==> src/sv/frac_pkg.sv <==
`timescale 1ns / 1ps
// Shared types and constants of the fraction reducer.
// Used by frac_divider, fraction_reducer and frac_checker; depends on nothing.
package frac_pkg;

	localparam int DATA_WIDTH = 32;
	localparam int MAG_WIDTH  = DATA_WIDTH - 1;
	localparam int CNT_WIDTH  = $clog2(MAG_WIDTH);

	localparam logic [DATA_WIDTH-1:0] MOST_NEG = {1'b1, {MAG_WIDTH{1'b0}}};

	typedef enum logic [1:0] {
		ST_OK       = 2'd0,
		ST_ZERO_DEN = 2'd1,
		ST_MOST_NEG = 2'd2
	} status_t;

	typedef enum logic [2:0] {
		S_IDLE,
		S_CHECK,
		S_GCD_TEST,
		S_GCD_WAIT,
		S_NUM_WAIT,
		S_DEN_WAIT,
		S_DONE
	} state_t;

	typedef struct packed {
		logic signed [DATA_WIDTH-1:0] numerator_in;
		logic signed [DATA_WIDTH-1:0] denominator_in;
	} in_t;

	typedef struct packed {
		logic signed [DATA_WIDTH-1:0] numerator_out;
		logic        [MAG_WIDTH-1:0]  denominator_out;
		status_t                      status;
	} out_t;

	typedef struct packed {
		logic                 start;
		logic [MAG_WIDTH-1:0] dividend;
		logic [MAG_WIDTH-1:0] divisor;
	} div_req_t;

	typedef struct packed {
		logic                 done;
		logic [MAG_WIDTH-1:0] quotient;
		logic [MAG_WIDTH-1:0] remainder;
	} div_rsp_t;

endpackage

==> src/sv/frac_divider.sv <==
`timescale 1ns / 1ps
// Restoring shift-subtract divider on unsigned magnitudes, one quotient bit per cycle.
// Depends on frac_pkg for widths and request/response structs.
module frac_divider (
	input  logic               clk,
	input  logic               arst_n,
	input  frac_pkg::div_req_t req,
	output frac_pkg::div_rsp_t rsp
);

	logic                           run_q;
	logic                           done_q;
	logic [frac_pkg::CNT_WIDTH-1:0] cnt_q;
	logic [frac_pkg::MAG_WIDTH-1:0] rem_q;
	logic [frac_pkg::MAG_WIDTH-1:0] dvd_q;
	logic [frac_pkg::MAG_WIDTH-1:0] dsr_q;

	logic [frac_pkg::MAG_WIDTH:0]   trial;
	logic [frac_pkg::MAG_WIDTH:0]   diff;
	logic                           fits;

	assign trial = {rem_q, dvd_q[frac_pkg::MAG_WIDTH-1]};
	assign diff  = trial - {1'b0, dsr_q};
	assign fits  = !diff[frac_pkg::MAG_WIDTH];

	always_ff @(posedge clk or negedge arst_n) begin
		if (!arst_n) begin
			run_q  <= 1'b0;
			done_q <= 1'b0;
			cnt_q  <= '0;
		end else begin
			done_q <= run_q && (cnt_q == '0);
			if (req.start) begin
				run_q <= 1'b1;
				cnt_q <= frac_pkg::CNT_WIDTH'(frac_pkg::MAG_WIDTH - 1);
			end else if (run_q) begin
				cnt_q <= cnt_q - 1'b1;
				if (cnt_q == '0) begin
					run_q <= 1'b0;
				end
			end
		end
	end

	always_ff @(posedge clk) begin
		if (req.start) begin
			rem_q <= '0;
			dvd_q <= req.dividend;
			dsr_q <= req.divisor;
		end else if (run_q) begin
			rem_q <= fits ? diff[frac_pkg::MAG_WIDTH-1:0] : trial[frac_pkg::MAG_WIDTH-1:0];
			dvd_q <= {dvd_q[frac_pkg::MAG_WIDTH-2:0], fits};
		end
	end

	assign rsp.done      = done_q;
	assign rsp.quotient  = dvd_q;
	assign rsp.remainder = rem_q;

endmodule

==> src/sv/fraction_reducer.sv <==
`timescale 1ns / 1ps
// Fraction reducer top level: operand latch, sequencer and result register.
// Depends on frac_pkg and frac_divider.
//
// Reduces a signed fraction to lowest terms; the sign goes on the numerator and
// the denominator is positive. Pulse start while busy is low to transfer one
// operand pair; busy stays high until the result is shown. The result appears
// on result for exactly one cycle with done high and must be taken then: there
// is no way to hold it off. A zero denominator reports status ST_ZERO_DEN, a
// most negative operand (with a nonzero numerator) ST_MOST_NEG, both with zero
// outputs; a zero numerator gives 0/1. Those cases go from S_CHECK straight to
// S_DONE. Otherwise every Euclid step and the two final divisions each run on
// the one shared shift-subtract divider at one bit per cycle: the remainder
// steps run in S_GCD_TEST and S_GCD_WAIT until the remainder is zero, then the
// numerator quotient is taken in S_NUM_WAIT and the denominator in S_DEN_WAIT.
module fraction_reducer (
	input  logic            clk,
	input  logic            arst_n,
	input  logic            start,
	input  frac_pkg::in_t   operands,
	output logic            busy,
	output logic            done,
	output frac_pkg::out_t  result
);

	frac_pkg::state_t               state_q;
	frac_pkg::state_t               state_d;
	frac_pkg::div_req_t             div_req;
	frac_pkg::div_rsp_t             div_rsp;

	logic [frac_pkg::DATA_WIDTH-1:0] x_q;
	logic [frac_pkg::DATA_WIDTH-1:0] y_q;
	logic [frac_pkg::MAG_WIDTH-1:0]  mx_q;
	logic [frac_pkg::MAG_WIDTH-1:0]  my_q;
	logic [frac_pkg::MAG_WIDTH-1:0]  p_q;
	logic [frac_pkg::MAG_WIDTH-1:0]  q_q;
	logic [frac_pkg::MAG_WIDTH-1:0]  qn_q;
	logic                            neg_q;
	frac_pkg::out_t                  result_q;

	logic [frac_pkg::DATA_WIDTH-1:0] x_abs;
	logic [frac_pkg::DATA_WIDTH-1:0] y_abs;
	logic [frac_pkg::DATA_WIDTH-1:0] num_ext;
	logic [frac_pkg::DATA_WIDTH-1:0] num_signed;
	logic                            special;

	assign x_abs      = x_q[frac_pkg::DATA_WIDTH-1] ? ('0 - x_q) : x_q;
	assign y_abs      = y_q[frac_pkg::DATA_WIDTH-1] ? ('0 - y_q) : y_q;
	assign special    = (y_q == '0) || (x_q == '0)
		|| (x_q == frac_pkg::MOST_NEG) || (y_q == frac_pkg::MOST_NEG);
	assign num_ext    = {1'b0, qn_q};
	assign num_signed = neg_q ? ('0 - num_ext) : num_ext;

	frac_divider u_div (
		.clk    (clk),
		.arst_n (arst_n),
		.req    (div_req),
		.rsp    (div_rsp)
	);

	always_ff @(posedge clk or negedge arst_n) begin
		if (!arst_n) begin
			state_q <= frac_pkg::S_IDLE;
		end else begin
			state_q <= state_d;
		end
	end

	always_comb begin
		state_d = state_q;
		case (state_q)
			frac_pkg::S_IDLE: begin
				if (start) state_d = frac_pkg::S_CHECK;
			end
			frac_pkg::S_CHECK: begin
				state_d = special ? frac_pkg::S_DONE : frac_pkg::S_GCD_TEST;
			end
			frac_pkg::S_GCD_TEST: begin
				state_d = (p_q == '0) ? frac_pkg::S_NUM_WAIT : frac_pkg::S_GCD_WAIT;
			end
			frac_pkg::S_GCD_WAIT: begin
				if (div_rsp.done) state_d = frac_pkg::S_GCD_TEST;
			end
			frac_pkg::S_NUM_WAIT: begin
				if (div_rsp.done) state_d = frac_pkg::S_DEN_WAIT;
			end
			frac_pkg::S_DEN_WAIT: begin
				if (div_rsp.done) state_d = frac_pkg::S_DONE;
			end
			frac_pkg::S_DONE: begin
				state_d = frac_pkg::S_IDLE;
			end
			default: begin
				state_d = frac_pkg::S_IDLE;
			end
		endcase
	end

	always_comb begin
		busy             = (state_q != frac_pkg::S_IDLE);
		done             = (state_q == frac_pkg::S_DONE);
		div_req.start    = 1'b0;
		div_req.dividend = q_q;
		div_req.divisor  = p_q;
		case (state_q)
			frac_pkg::S_GCD_TEST: begin
				div_req.start = 1'b1;
				if (p_q == '0) begin
					div_req.dividend = mx_q;
					div_req.divisor  = q_q;
				end
			end
			frac_pkg::S_NUM_WAIT: begin
				div_req.start    = div_rsp.done;
				div_req.dividend = my_q;
				div_req.divisor  = q_q;
			end
			default: begin
				div_req.start = 1'b0;
			end
		endcase
	end

	always_ff @(posedge clk) begin
		case (state_q)
			frac_pkg::S_IDLE: begin
				if (start) begin
					x_q <= operands.numerator_in;
					y_q <= operands.denominator_in;
				end
			end
			frac_pkg::S_CHECK: begin
				mx_q  <= x_abs[frac_pkg::MAG_WIDTH-1:0];
				my_q  <= y_abs[frac_pkg::MAG_WIDTH-1:0];
				p_q   <= x_abs[frac_pkg::MAG_WIDTH-1:0];
				q_q   <= y_abs[frac_pkg::MAG_WIDTH-1:0];
				neg_q <= x_q[frac_pkg::DATA_WIDTH-1] ^ y_q[frac_pkg::DATA_WIDTH-1];
				if (y_q == '0) begin
					result_q.numerator_out   <= '0;
					result_q.denominator_out <= '0;
					result_q.status          <= frac_pkg::ST_ZERO_DEN;
				end else if (x_q == '0) begin
					result_q.numerator_out   <= '0;
					result_q.denominator_out <= frac_pkg::MAG_WIDTH'(1);
					result_q.status          <= frac_pkg::ST_OK;
				end else begin
					result_q.numerator_out   <= '0;
					result_q.denominator_out <= '0;
					result_q.status          <= frac_pkg::ST_MOST_NEG;
				end
			end
			frac_pkg::S_GCD_WAIT: begin
				if (div_rsp.done) begin
					q_q <= p_q;
					p_q <= div_rsp.remainder;
				end
			end
			frac_pkg::S_NUM_WAIT: begin
				if (div_rsp.done) qn_q <= div_rsp.quotient;
			end
			frac_pkg::S_DEN_WAIT: begin
				if (div_rsp.done) begin
					result_q.numerator_out   <= $signed(num_signed);
					result_q.denominator_out <= div_rsp.quotient;
					result_q.status          <= frac_pkg::ST_OK;
				end
			end
			default: begin
			end
		endcase
	end

	assign result = result_q;

endmodule

==> config.mk <==
export PLATFORM = sky130hd
export DESIGN_NAME = fraction_reducer
export DESIGN_NICKNAME = d
export VERILOG_FILES = /design/src/sv/frac_pkg.sv /design/src/sv/frac_divider.sv /design/src/sv/fraction_reducer.sv
export SDC_FILE = /design/constraint.sdc
export NUM_CORES = 1
export LEC_CHECK = 0
export ABC_CLOCK_PERIOD_IN_PS = 11500
export BUFFER_PORTS_ARGS = -buffer_cell sky130_fd_sc_hd__buf_2
export CORE_MARGIN = 5
export CORE_UTILIZATION = 50
export CTS_CLUSTER_DIAMETER = 100
export DETAILED_ROUTE_END_ITERATION = 10
export GPL_TIMING_DRIVEN = 0
export PLACE_DENSITY = 0.66
export SYNTH_ARGS = -nofsm -noshare
export SYNTH_HDL_FRONTEND = slang
export SYNTH_SLANG_ARGS = --single-unit
==> constraint.sdc <==
create_clock -name clk -period 11.5 [get_ports clk]
set_clock_uncertainty 0.05 [all_clocks]
set_input_delay 0.575 -clock clk [delete_from_list [all_inputs] [get_ports clk]]
set_output_delay 0.575 -clock clk [all_outputs]
set_load 0.01 [all_outputs]
# Yosys cells after proc, flatten, opt, wreduce, memory -nomap -nowiden
# Index checks and enable logic that the tools add are counted.
# totals
register_bits	388
input_bits	67
out_inout_bits	67
word_cells	84
# op_classes
n_addsub	5
n_eq_ne	12
muxes	29
n_bitwise	1
reduce_logical	19
# ops
cell	n
2-to-1 mux 31 bit	7
one-hot mux 65 bit (2 select lines)	1
one-hot mux 31 bit (2 select lines)	2
one-hot mux 62 bit (2 select lines)	1
2-to-1 mux 65 bit	1
== test 32 bit (second input constant)	2
zero test 32 bit	2
2-to-1 mux 62 bit	1
subtractor 1 x 31 -> 31 bit (first input constant)	2
2-to-1 mux 32 bit	1
subtractor 1 x 31 -> 32 bit (first input constant)	1
subtractor 32 x 31 -> 32 bit	1
zero test 31 bit	1
2-to-1 mux 3 bit	8
one-hot mux 3 bit (6 select lines)	1
2-to-1 mux 5 bit	2
== test 3 bit (second input constant)	3
AND reduction 2 bit	4
== test 3 x 2 -> 1 bit (second input constant)	2
!= test 2 x 1 -> 1 bit (second input constant)	3
nonzero test 2 bit	3
zero test 5 bit	1
subtractor 5 x 1 -> 5 bit (second input constant)	1
AND reduction 4 bit	1
other kinds (10)	14

# Logic depth before layout (Yosys ltp)
# Gate-level depths: netlist (run 1).
# logic_depth
ltp_word	6
mapped_depth	13

# Hierarchy
# Synthesis (run 1) repeated with hierarchy kept, for this count alone.
# unflattened
hier_cells	1517
hier_area_um2	19025.7
# by_module_without_submodules
module	instances	cells_each	area_each_um2	seq_area_each_um2
fraction_reducer	1	924	13100.1	8633.3
frac_divider	1	593	5925.7	2657.5

# Least setup slack after synthesis (run 1)
# No wires, ideal clock.
# synth_path
path_type	reg-to-reg
startpoint	register state_q[1]
endpoint	register p_q[0] (netlist name) (enable)
t_arrival_ps	4281
required_time_ps	10946
setup_slack_ps	6666
path_stages_with_launch	6
synth_period_minus_slack_ps	4834
path_cell_list	dfrtp_1 > clkbuf_1 > nor2b_1 > nand2_1 > clkbuf_1 > o22ai_1
# synth_between
elab_chain_cells	3
elab_cells_between_ends	5
cone_classes	eq/ne: 3; reduce/logical: 2
# synth_rtl
element	line_no	source
from (decl)	fraction_reducer.sv:26	frac_pkg::state_t state_q;
from (signal assigned)	fraction_reducer.sv:63	state_q <= frac_pkg::S_IDLE;
from (signal assigned)	fraction_reducer.sv:65	state_q <= state_d;
== test 3 x 2 -> 1 bit or == test 3 x 1 -> 1 bit (tied branches)	fraction_reducer.sv:125	case (state_q)
!= test 2 x 1 -> 1 bit (no source line) or nonzero test 2 bit (tied branches)	--	
AND reduction 2 bit (no source line) *	--	
to (signal assigned)	fraction_reducer.sv:135	p_q <= x_abs[frac_pkg::MAG_WIDTH-1:0];
to (signal assigned)	fraction_reducer.sv:155	p_q <= div_rsp.remainder;
to (decl)	fraction_reducer.sv:35	logic [frac_pkg::MAG_WIDTH-1:0] p_q;
# Mark *: on every way between the ends. The rest lies on a longest branch, timed or not.
# A chain may end at the register's enable or synchronous reset.

# Worst setup path in the final report (run 1)
# layout_path
startpoint	register u_div.dvd_q[30] (netlist name)
endpoint	register u_div.rem_q[5] (netlist name)
# layout_between
elab_chain_cells	2
# layout_rtl
element	line_no	source
from (decl)	frac_divider.sv:15	logic [frac_pkg::MAG_WIDTH-1:0] dvd_q;
from (signal assigned)	frac_divider.sv:48	dvd_q <= req.dividend;
from (signal assigned)	frac_divider.sv:52	dvd_q <= {dvd_q[frac_pkg::MAG_WIDTH-2:0], fits};
subtractor 32 x 31 -> 32 bit	frac_divider.sv:23	assign diff = trial - {1'b0, dsr_q};
2-to-1 mux 31 bit	frac_divider.sv:51	rem_q <= fits ? diff[frac_pkg::MAG_WIDTH-1:0] : trial[frac_pkg::MAG_WIDTH-1:0];
to (signal assigned)	frac_divider.sv:51	
to (decl)	frac_divider.sv:14	logic [frac_pkg::MAG_WIDTH-1:0] rem_q;
# No other way between the ends.

==> reports/qor.yml, run 1 <==
status: "completed"
seqCellArea_mm2: 0.0113
finalCriticalPeriod_ns: 4.39
yosys.area_share.simple: 0.0932
seq_area_frac_synth: 0.622
route.vias.total: 11900
setup_violations: 0
syn_std_cell_area_mm2: 0.0182
yosysTopAreaCellShare: 0.574
cts-htree-levels: 2
residual_drc_count: 0
synth_cell_types: 66
post-route-period-util: 0.382
fp.dieW_um: 201
synth_enable_flop_cells: 347
synth_top_family_by_area: "compound AO/OA/AOI/OAI gates"
start_util: 0.508
clockRootBuffer: "clkbuf_16"
drt_first_iter_violations: 872
grt_first_pass_wirelength_um: 68000
synth.avg_cell_area_um2: 12.8
synth.top_cells.by_count: "347 x edfxtp_1, 99 x nand2_1, 97 x nor2_1"
multi_input_comb_area_mm2: 0.00647
fmax_mhz: 228
syn2layout_area_growth_pct: 15.4
synth.ff_latch_count: 388
slew_headroom: 0.159
drt_first_pass_iters: 5
routed_wirelength_um: 43900
vias_per_cell: 5.70
synth_ff_type: "edfxtp_1"
critPathLaunchType: "flop"
critPathRequiredTime_ns: 11.87
drv_slew: 0
power.leakage_nw: 7.64
numPortBuffers: 133
cp_delay_by_family_top: "compound AO/OA/AOI/OAI gates"
tightest_slew_ns: 1.25
hold_violations: 0
die_height_um: 201
postSynth.asyncResetShare: 0.0258
cpPeakStageDelay_ns: 0.71
grt_util_all_layers: 0.215
cellPowerDensity_mw_per_mm2: 138
routedWlPerCell_um: 21.0
layout.nets: 1705
detailedPlacementHpwl_um: 33500
netlist_instances: 1418
rsz0062_at_grt: "false"
synth-warning-count: 0
grt_pass1_vias: 11700
cp-end-kind: "flop"
post_cts.repair.setup_buffers: 0
worst_ep_arrival_time_ns: 4.76
tritoncts: "yes"
worstSetupPathType: "flop to flop"
cts.reportedPaths.clkPinSlew_ns: 0.06
yosys-top-cells-area: "edfxtp_1 57%, mux2_2 5.7%, xnor2_1 3.5%"
boundaryPins: 134
synth-compound-area-share: 0.104
core_mm2: 0.0357
max_cap_violations: 0
die_outline_area_mm2: 0.0402
synth.area.mux_share: 0.0739
clkSinkCount: 388
synth.net_count: 1522
num_rows: 69
postCtsResizedCells: 0
hold_class: "primary input to flop"
layout-drive-gt1-share: 0.188
cts.hold.buffers_added: 1
total_power_w: 0.00288
vdd_drop_max_uv: 109
synthAdderAreaFrac: 0.0259
yosysMostFrequentCell: "edfxtp_1"
path_cells: "inv_1, ha_1, nand2b_1, a21oi_1, o21ai_0, nand2_1, a31oi_1, a31oi_1, xnor2_1, clkbuf_1, mux2i_1, a21oi_1"
yosys.area.top_type: "edfxtp_1"
worstPathMaxFanout: 10
fin_tns_setup_ns: 0
clkLatencyLatePin_ns: 0.57
filler_cell_count: 2918
gp_routability_congestion: 0.891
critical-path-slowest-cell: "clkbuf_1"
crit_buf_inv: 2
antenna-diode-count: 0
detail-route-antenna-nets: 0
synth_xor_xnor_area_share: 0.0579
grt_antenna_before_repair: 0
cts_made_buffers: 41
grt_start_max_net_pins: 65
grt_overflow: 0
clk_path_buf_depth: 3
==> placed cells by master (no fill, tap or decap), types with 22 or more instances in the layout <==
cell type / n
o31ai_1: 22
a21oi_1: 89
clkbuf_16: 42
ha_1: 36
nor2_1: 96
and2_1: 30
xor2_1: 48
buf_2: 133
edfxtp_1: 347
mux2_2: 92
clkbuf_1: 76
a221oi_1: 30
dfxtp_1: 31
xnor2_1: 72
nand2_1: 99
mux2i_1: 29
o21ai_0: 67
inv_1: 52
==> worst paths after layout <==
check                                     start             end  slack [ns]  cells after the start
worst max-delay path            u_div.dvd_q[30]  u_div.rem_q[5]        7.11                     12
worst min-delay path               operands[12]         y_q[12]        0.13                      1
worst max register to register  u_div.dvd_q[30]  u_div.rem_q[5]        7.11                     12
worst min register to register  u_div.dvd_q[12]        qn_q[12]        0.42                      0
max in group asynchronous                arst_n  u_div.cnt_q[4]       10.77                      2
min in group asynchronous                arst_n      state_q[0]        0.37                      2
==> layer usage <==
layer	vias up	wire, um	GRT usage
li1	5686	-	-
met1	5797	19400	0.305
met2	403	20700	0.347
met3	60	2810	0.0312
met4	0	1020	0.0632
met5	-	0	0
==> worst register-to-register path, stage by stage (launching register included) <==
cell      delay (ns)
edfxtp_1        0.50
inv_1           0.24
ha_1            0.24
nand2b_1        0.15
a21oi_1         0.11
o21ai_0         0.40
nand2_1         0.20
a31oi_1         0.33
a31oi_1         0.24
xnor2_1         0.70
clkbuf_1        0.72
mux2i_1         0.28
a21oi_1         0.09
==> cell type report <==
type,instances,area share
flip-flops and latches,388,0.539
multi-input cells,915,0.309
clock buffers,61,0.0550
repair buffers,140,0.0383
well taps,461,0.0275
plain buffers,62,0.0112
clock inverters,15,0.0107
inverters,53,0.00949
==> cells by family after synthesis <==
| group | after synthesis |
|---|---|
| simple gates | 343 |
| mux | 122 |
| xor+xnor | 120 |
| buf+inv | 115 |
| fa+ha+maj | 37 |
| compound gates | 293 |
| flops | 388 |
==> state kept, by name, indices dropped and copies added, names as in the netlist <==
signal and cells:
mx_q 31, u_div.dsr_q 31, q_q 31, u_div.dvd_q 31, u_div.rem_q 31, x_q 32, state_q 3, result 65
u_div.cnt_q 5, p_q 31, neg_q 1, u_div.run_q 1, y_q 32, u_div.done_q 1, my_q 31, qn_q 31
==> report_power, final <==
group          switching (W)  internal, W
registers                  0      0.00152
clock network       0.000544     0.000811
logic             0.00000420   0.00000793
==> stage by stage <==
stage               hold slack (ns)  area [um^2]   util  cells  setup slack [ns]
finish                        0.130        21000  0.586   2095              7.11
global route                  0.118        21000  0.586   2095              6.90
CTS                           0.103        21000  0.586   2095              7.10
detailed placement            0.414        19600  0.547   2018              7.14
global placement              0.407        19400  0.543   2012              4.84
floorplan                     0.229        18200      -   1418              6.67
Note: power is estimated with default switching activity, not from simulation.
==> run 2: changes to the inputs <==
- ABC_CLOCK_PERIOD_IN_PS: 11500 -> 3800
- PLACE_DENSITY: 0.66 -> 0.69
- clock period: 11.5 -> 3.8 ns (I/O delays scaled with it)
==> run 2 against run 1 <==
  * The run now ends with negative setup slack left
  * Core utilization up 2.2 points
  * Critical path depth fell by 3
  * Critical endpoint is now q_q[30]
  * Final area is 3.8% higher
  * Worst hold slack better by 0.17 ns
  * Register-to-register slack worse by 7.2 ns
  * Routed wire length rose by 2.4%
  * Die area unchanged
==> reports/qor.yml, run 2 (same netlist as run 1, synthesis figures left out) <==
status: "finished, violations left"
violations_in_the_final_reports: "negative setup slack"
start_util: 0.508  # unchanged
grt_overflow: 0  # unchanged
tritoncts: "yes"
cpPeakStageDelay_ns: 0.56  # -0.15 ns
core_mm2: 0.0357  # unchanged
boundaryPins: 134  # unchanged
fp.dieW_um: 201  # unchanged
post-route-period-util: 1.02  # +0.634
slew_headroom: 0.143  # -0.0156
cp-end-kind: "flop"
path_cells: "or4_4, or3_4, or4_4, or3_4, or4_4, or3_4, nand2_2, xnor2_2, mux2_4"
antenna-diode-count: 0  # unchanged
finalCriticalPeriod_ns: 3.86  # -0.531 ns
worst_ep_arrival_time_ns: 4.11  # -0.65 ns
fin_tns_setup_ns: -0.0626  # -0.0626 ns
worstPathMaxFanout: 4  # -6
cts-htree-levels: 2  # unchanged
layout-drive-gt1-share: 0.200  # +0.0114
routedWlPerCell_um: 20.7  # -1.0%
tightest_slew_ns: 1.28  # +0.0349 ns
clockRootBuffer: "clkbuf_16"
rr_worst_depth: 9  # -3
grt_first_pass_wirelength_um: 69300  # +1.9%
critical-path-slowest-cell: "or4_4"
cellPowerDensity_mw_per_mm2: 397  # +190%
most_common_library_cell_in_the_layout_ignoring_fill_and_taps: "edfxtp_1"
residual_drc_count: 0  # unchanged
max_cap_violations: 0  # unchanged
cp_delay_by_family_top: "simple AND/OR/NAND/NOR gates"
clkSinkCount: 388  # unchanged
crit-reg2reg-capture: "q_q[30]"
fmax_mhz: 259  # +14%
grt_pass1_vias: 12100  # +3.3%
drv_slew: 0  # unchanged
most-common-layout-cells: "347 x edfxtp_1, 134 x buf_2, 99 x nand2_1, 95 x nor2_1, 92 x mux2_2"
worstSetupEndpoint: "q_q[30]"
critPathRequiredTime_ns: 4.05  # -7.82 ns
power.leakage_nw: 7.97  # +4.3%
die_outline_area_mm2: 0.0402  # unchanged
numPortBuffers: 133  # unchanged
drt_first_pass_iters: 7  # +2
routed_wirelength_um: 45000  # +2.4%
cts.reportedPaths.clkPinSlew_ns: 0.06  # about the same
gp_routability_congestion: 0.892  # +0.10%
vias_per_cell: 5.67  # -0.60%
hold_violations: 0  # unchanged
critPathLaunchType: "flop"
setup_ws_ns: -0.0626  # -7.17 ns
timing.critical_path.depth: 9  # -3
clk_path_buf_depth: 3  # unchanged
hold_class: "primary input to flop"
num_rows: 69  # unchanged
setup_violations: 1  # +1
timing.critical_path.from: "y_q[9]"
clkLatencyLatePin_ns: 0.54  # -0.03 ns
die_height_um: 201  # unchanged
layout.nets: 1780  # +4.4%
syn2layout_area_growth_pct: 19.8
largest_register_ffs: 65  # unchanged
timing.reg2reg.setup_slack_ns: -0.06  # -7.17 ns
timing.rr.start: "y_q[9]"
detailedPlacementHpwl_um: 33000  # -1.4%
holdWs_ns: 0.299  # +0.169 ns
grt_start_max_net_pins: 65  # unchanged
grt_util_all_layers: 0.218  # +0.00350
grt_antenna_before_repair: 0  # unchanged
route.vias.total: 12300  # +2.8%
worstSetupPathType: "flop to flop"
detail-route-antenna-nets: 0  # unchanged
vdd_drop_max_uv: 328  # +200%
cts_made_buffers: 40  # -2.4%
drt_first_iter_violations: 1040  # +19%
crit_buf_inv: 0  # -2
rsz0062_at_grt: "true"
==> run 2: cell count changes in the layout (fill, tap and decap cells not counted), moves of 3 or more <==
cell / delta
buf_4: +8
clkbuf_1: -10
clkinv_2: +4
clkinvlp_4: +3
dlygate4sd3_1: +67
nor4_1: -3
nor4_2: +3
xnor2_1: -3
xnor2_2: +3
==> run 2: through the flow <==
stage / instance area [um^2] / power, W / util / std cells / setup WS (ns)
finish: 21800 / 0.00864 / 0.609 / 2167 / -0.0626
CTS: 21700 / 0.00869 / 0.606 / 2163 / -0.0234
floorplan: 18200 / 0.00468 / - / 1418 / 0.185
detailed placement: 19600 / 0.00472 / 0.547 / 2018 / -0.489
global placement: 19400 / 0.00471 / 0.543 / 2012 / -0.691
global route: 21800 / 0.00888 / 0.609 / 2167 / -0.0869
==> run 2: how the worst min path moves through the flow <==
stage                      start           end  cells past startpoint
floorplan                 arst_n    state_q[0]                      0
global placement          arst_n  u_div.done_q                      1
detailed placement        arst_n  u_div.done_q                      1
CTS                  operands[8]        y_q[8]                      2
global route        operands[13]       y_q[13]                      2
finish              operands[30]       y_q[30]                      2
==> run 2: routing by layer <==
metal,global-route usage,vias to the layer above,share of wire
met5,0,-,0
met4,0.0612,0,0.025
met3,0.0318,64,0.071
met2,0.358,446,0.47
met1,0.307,5942,0.43
li1,-,5831,-
==> run 2: cell type report <==
class	count	area (um^2)
Timing Repair Buffer	215	1530
Fill cell	2804	14000
Sequential cell	388	11300
Buffer	62	238
Clock inverter	19	211
Clock buffer	53	1110
Multi-Input combinational cell	915	6580
Inverter	53	206
Timing Repair inverter	1	7.51
Tap cell	461	577
==> run 2: repair_timing <==
item                                    in CTS  in global routing
hold buffers                                68                  0
buffers inserted                             4                  4
hold endpoints to repair                    75                  0
gates cloned                                 1                  0
endpoints found under the setup margin      68                 69
pin swaps                                    1                  2
resized for setup                           13                 15
==> run 2: worst reg2reg max path, cell delays in order (launching register included) <==
cell and delay [ns]:
edfxtp_1 0.40, or4_4 0.56, or3_4 0.37, or4_4 0.54, or3_4 0.39, or4_4 0.46, or3_4 0.38, nand2_2 0.10
xnor2_2 0.11, mux2_4 0.27
==> run 2: where the power goes <==
part           switching, W  internal (W)
clock network       0.00162       0.00234
registers                 0       0.00459
logic             0.0000241     0.0000690
total               0.00164       0.00700
==> run 3: changes to the inputs <==
- ABC_CLOCK_PERIOD_IN_PS: 3800 -> 4800
- PLACE_DENSITY: 0.69 -> 0.66
- clock period: 3.8 -> 4.8 ns (I/O delays scaled with it)
==> run 3 against run 2 <==
  * The run now ends clean
  * Clock-buffer cell count is 1 lower
  * Final cell count is 0.42% lower
  * Sequential power is 21% lower
  * Global-route usage is 0.28 points higher
  * Critical path depth is 3 higher
  * Total power is 21% lower
  * Critical path type unchanged
==> reports/qor.yml, run 3 (same netlist as run 1, synthesis figures left out) <==
clockPowerShare: 0.460  # +0.002
post-route-period-util: 0.924  # -0.0928
power.leakage_nw: 7.87  # -1.2%
clockRootBuffer: "clkbuf_16"
cts-htree-levels: 2  # unchanged
drt_first_pass_iters: 5  # -2
clkLatencyLatePin_ns: 0.56  # +0.02 ns
grt_start_max_net_pins: 65  # unchanged
holdWs_ns: 0.0207  # -0.279 ns
cellPowerDensity_mw_per_mm2: 319  # -20%
fmax_mhz: 226  # -13%
numPortBuffers: 133  # unchanged
residual_drc_count: 0  # unchanged
critPathLaunchType: "flop"
grt_pass1_vias: 12100  # +0.12%
boundaryPins: 134  # unchanged
vdd_drop_max_uv: 199  # -40%
share_comb_of_total_power: 0.010  # about the same
status: "completed"
detail-route-antenna-nets: 0  # unchanged
hp-start: "start"
cell_internal_power_w: 0.00554  # -21%
maxUsedRoutingLayer: "met4"
slew_headroom: 0.109  # -0.0340
seq_power_share: 0.529  # -0.002
route.vias.total: 12200  # -0.47%
most_common_library_cell_in_the_layout_ignoring_fill_and_taps: "edfxtp_1"
cp-end-kind: "flop"
tightest_slew_ns: 1.32  # +0.0388 ns
path_cells: "inv_1, ha_1, nand2b_1, a21oi_1, o21ai_0, nand2_1, a31oi_1, a31oi_1, xnor2_1, clkbuf_1, mux2i_1, a21oi_1"
detailedPlacementHpwl_um: 33500  # +1.4%
placed_cells: 2018  # unchanged
filler_cell_count: 2794  # -0.36%
total_switching_power_w: 0.00133  # -19%
layoutNonFillerInstCount: 2158  # -0.42%
cts_made_buffers: 41  # +2.5%
setup_violations: 0  # -1
grt_overflow: 0  # unchanged
cpPeakStageDelay_ns: 0.71  # +0.15 ns
post_cts.repair.setup_buffers: 0  # -4
worstPathMaxFanout: 10  # +6
grt_antenna_before_repair: 0  # unchanged
power.share.switching: 0.193  # +0.00320
clkSinkCount: 388  # unchanged
finalCriticalPeriod_ns: 4.43  # +0.571 ns
num_rows: 69  # unchanged
rsz0062_at_grt: "false"
grt_util_all_layers: 0.221  # +0.00277
grt_first_pass_wirelength_um: 70100  # +1.1%
total_power_w: 0.00686  # -21%
routedWlPerCell_um: 20.9  # +0.85%
drt_first_iter_violations: 832  # -20%
met3_length_um: 2890  # -9.0%
timing.rr.start: "u_div.dvd_q[30]"
vias_per_cell: 5.66  # about the same
core_mm2: 0.0357  # unchanged
clk_path_buf_depth: 3  # unchanged
hold_class: "primary input to flop"
most-common-layout-cells: "347 x edfxtp_1, 133 x buf_2, 99 x nand2_1, 96 x nor2_1, 92 x mux2_2"
tritoncts: "yes"
drt-met1-wl_um: 19800  # +1.6%
syn2layout_area_growth_pct: 18.6
worstSetupPathType: "flop to flop"
die_outline_area_mm2: 0.0402  # unchanged
largest_register_ffs: 65  # unchanged
critical-path-slowest-cell: "xnor2_1"
routed_wirelength_um: 45200  # +0.43%
start_util: 0.508  # unchanged
critPathRequiredTime_ns: 5.15  # +1.10 ns
multi_input_comb_area_mm2: 0.00647  # -1.6%
die_height_um: 201  # unchanged
met2_wirelength_um: 21400  # +1.1%
timing.critical_path.from: "u_div.dvd_q[30]"
worst_ep_arrival_time_ns: 4.78  # +0.67 ns
layout-drive-gt1-share: 0.181  # -0.0189
gp_routability_congestion: 0.892  # about the same
max_cap_violations: 0  # unchanged
fp.dieW_um: 201  # unchanged
layout.nets: 1769  # -0.62%
hold_violations: 0  # unchanged
cts.reportedPaths.clkPinSlew_ns: 0.06  # about the same
fin_util: 0.603  # -0.00599
drv_slew: 0  # unchanged
seqCellArea_mm2: 0.0113  # unchanged
-- run 3: cell count changes in the layout (fill, tap and decap cells not counted), sizes merged --
cell         change
buf              -9
bufinv           +1
clkinv           +2
diode            +1
dlygate4sd3      -3
clkinvlp         -1
-- run 3: timing repair --
| action | in CTS | in global routing |
|---|---|---|
| hold buffers | 65 | 0 |
| hold endpoints to repair | 74 | 0 |
| gates resized for setup | 0 | 0 |
-- run 3: per-stage QoR --
step | setup WS, ns | area (um^2) | setup TNS (ns)
after CTS | 0.415 | 21500 | 0
after global placement | -0.691 | 19400 | -72.50
after floorplan | 0.330 | 18200 | 0
final | 0.366 | 21500 | 0
after global routing | 0.134 | 21500 | 0
after detailed placement | 0.460 | 19600 | 0
-- run 3: path summary, 6_finish.rpt --
kind / to / slack (ns) / cells past startpoint
max in group asynchronous: u_div.run_q / 4.41 / 2
worst min register to register: qn_q[13] / 0.42 / 0
worst min-delay path: state_q[0] / 0.02 / 3
min in group asynchronous: state_q[1] / 0.06 / 2
worst max register to register: u_div.rem_q[7] / 0.37 / 12
worst max-delay path: u_div.rem_q[7] / 0.37 / 12
-- run 3: layout make-up --
type | instances | share of cell area
buffer | 62 | 0.0109
inverter | 53 | 0.00924
multi-input combinational | 915 | 0.301
clock buffer | 52 | 0.0495
clock inverter | 22 | 0.0120
timing repair buffer | 204 | 0.0667
antenna | 1 | 0.000116
sequential | 388 | 0.524
tap | 461 | 0.0268
-- run 3: per-layer routing --
layer / vias up / track usage
met3: 67 / 0.0328
met2: 419 / 0.365
met1: 5927 / 0.309
met5: - / 0
met4: 0 / 0.0592
li1: 5812 / -
-- run 3: critical path: cells and delay by family, from the launching register on --
| family | cells | cell delay, ns |
|---|---|---|
| adders and majority gates | 1 | 0.23 |
| and+or+nand+nor | 2 | 0.36 |
| DFF | 1 | 0.52 |
| AOI/OAI and AO/OA | 5 | 1.18 |
| buffers and inverters | 2 | 0.94 |
| xor gates and xnor gates | 1 | 0.71 |
| muxes | 1 | 0.28 |
-- run 3: power by group through the flow --
stage	Combinational, W	Clock [W]	Sequential [W]
detailed placement	0.0000289	0	0.00370
global placement	0.0000276	0	0.00370
floorplan	0.0000000149	0	0.00370
finish	0.0000707	0.00316	0.00363
CTS	0.0000693	0.00321	0.00363
global route	0.0000774	0.00334	0.00363
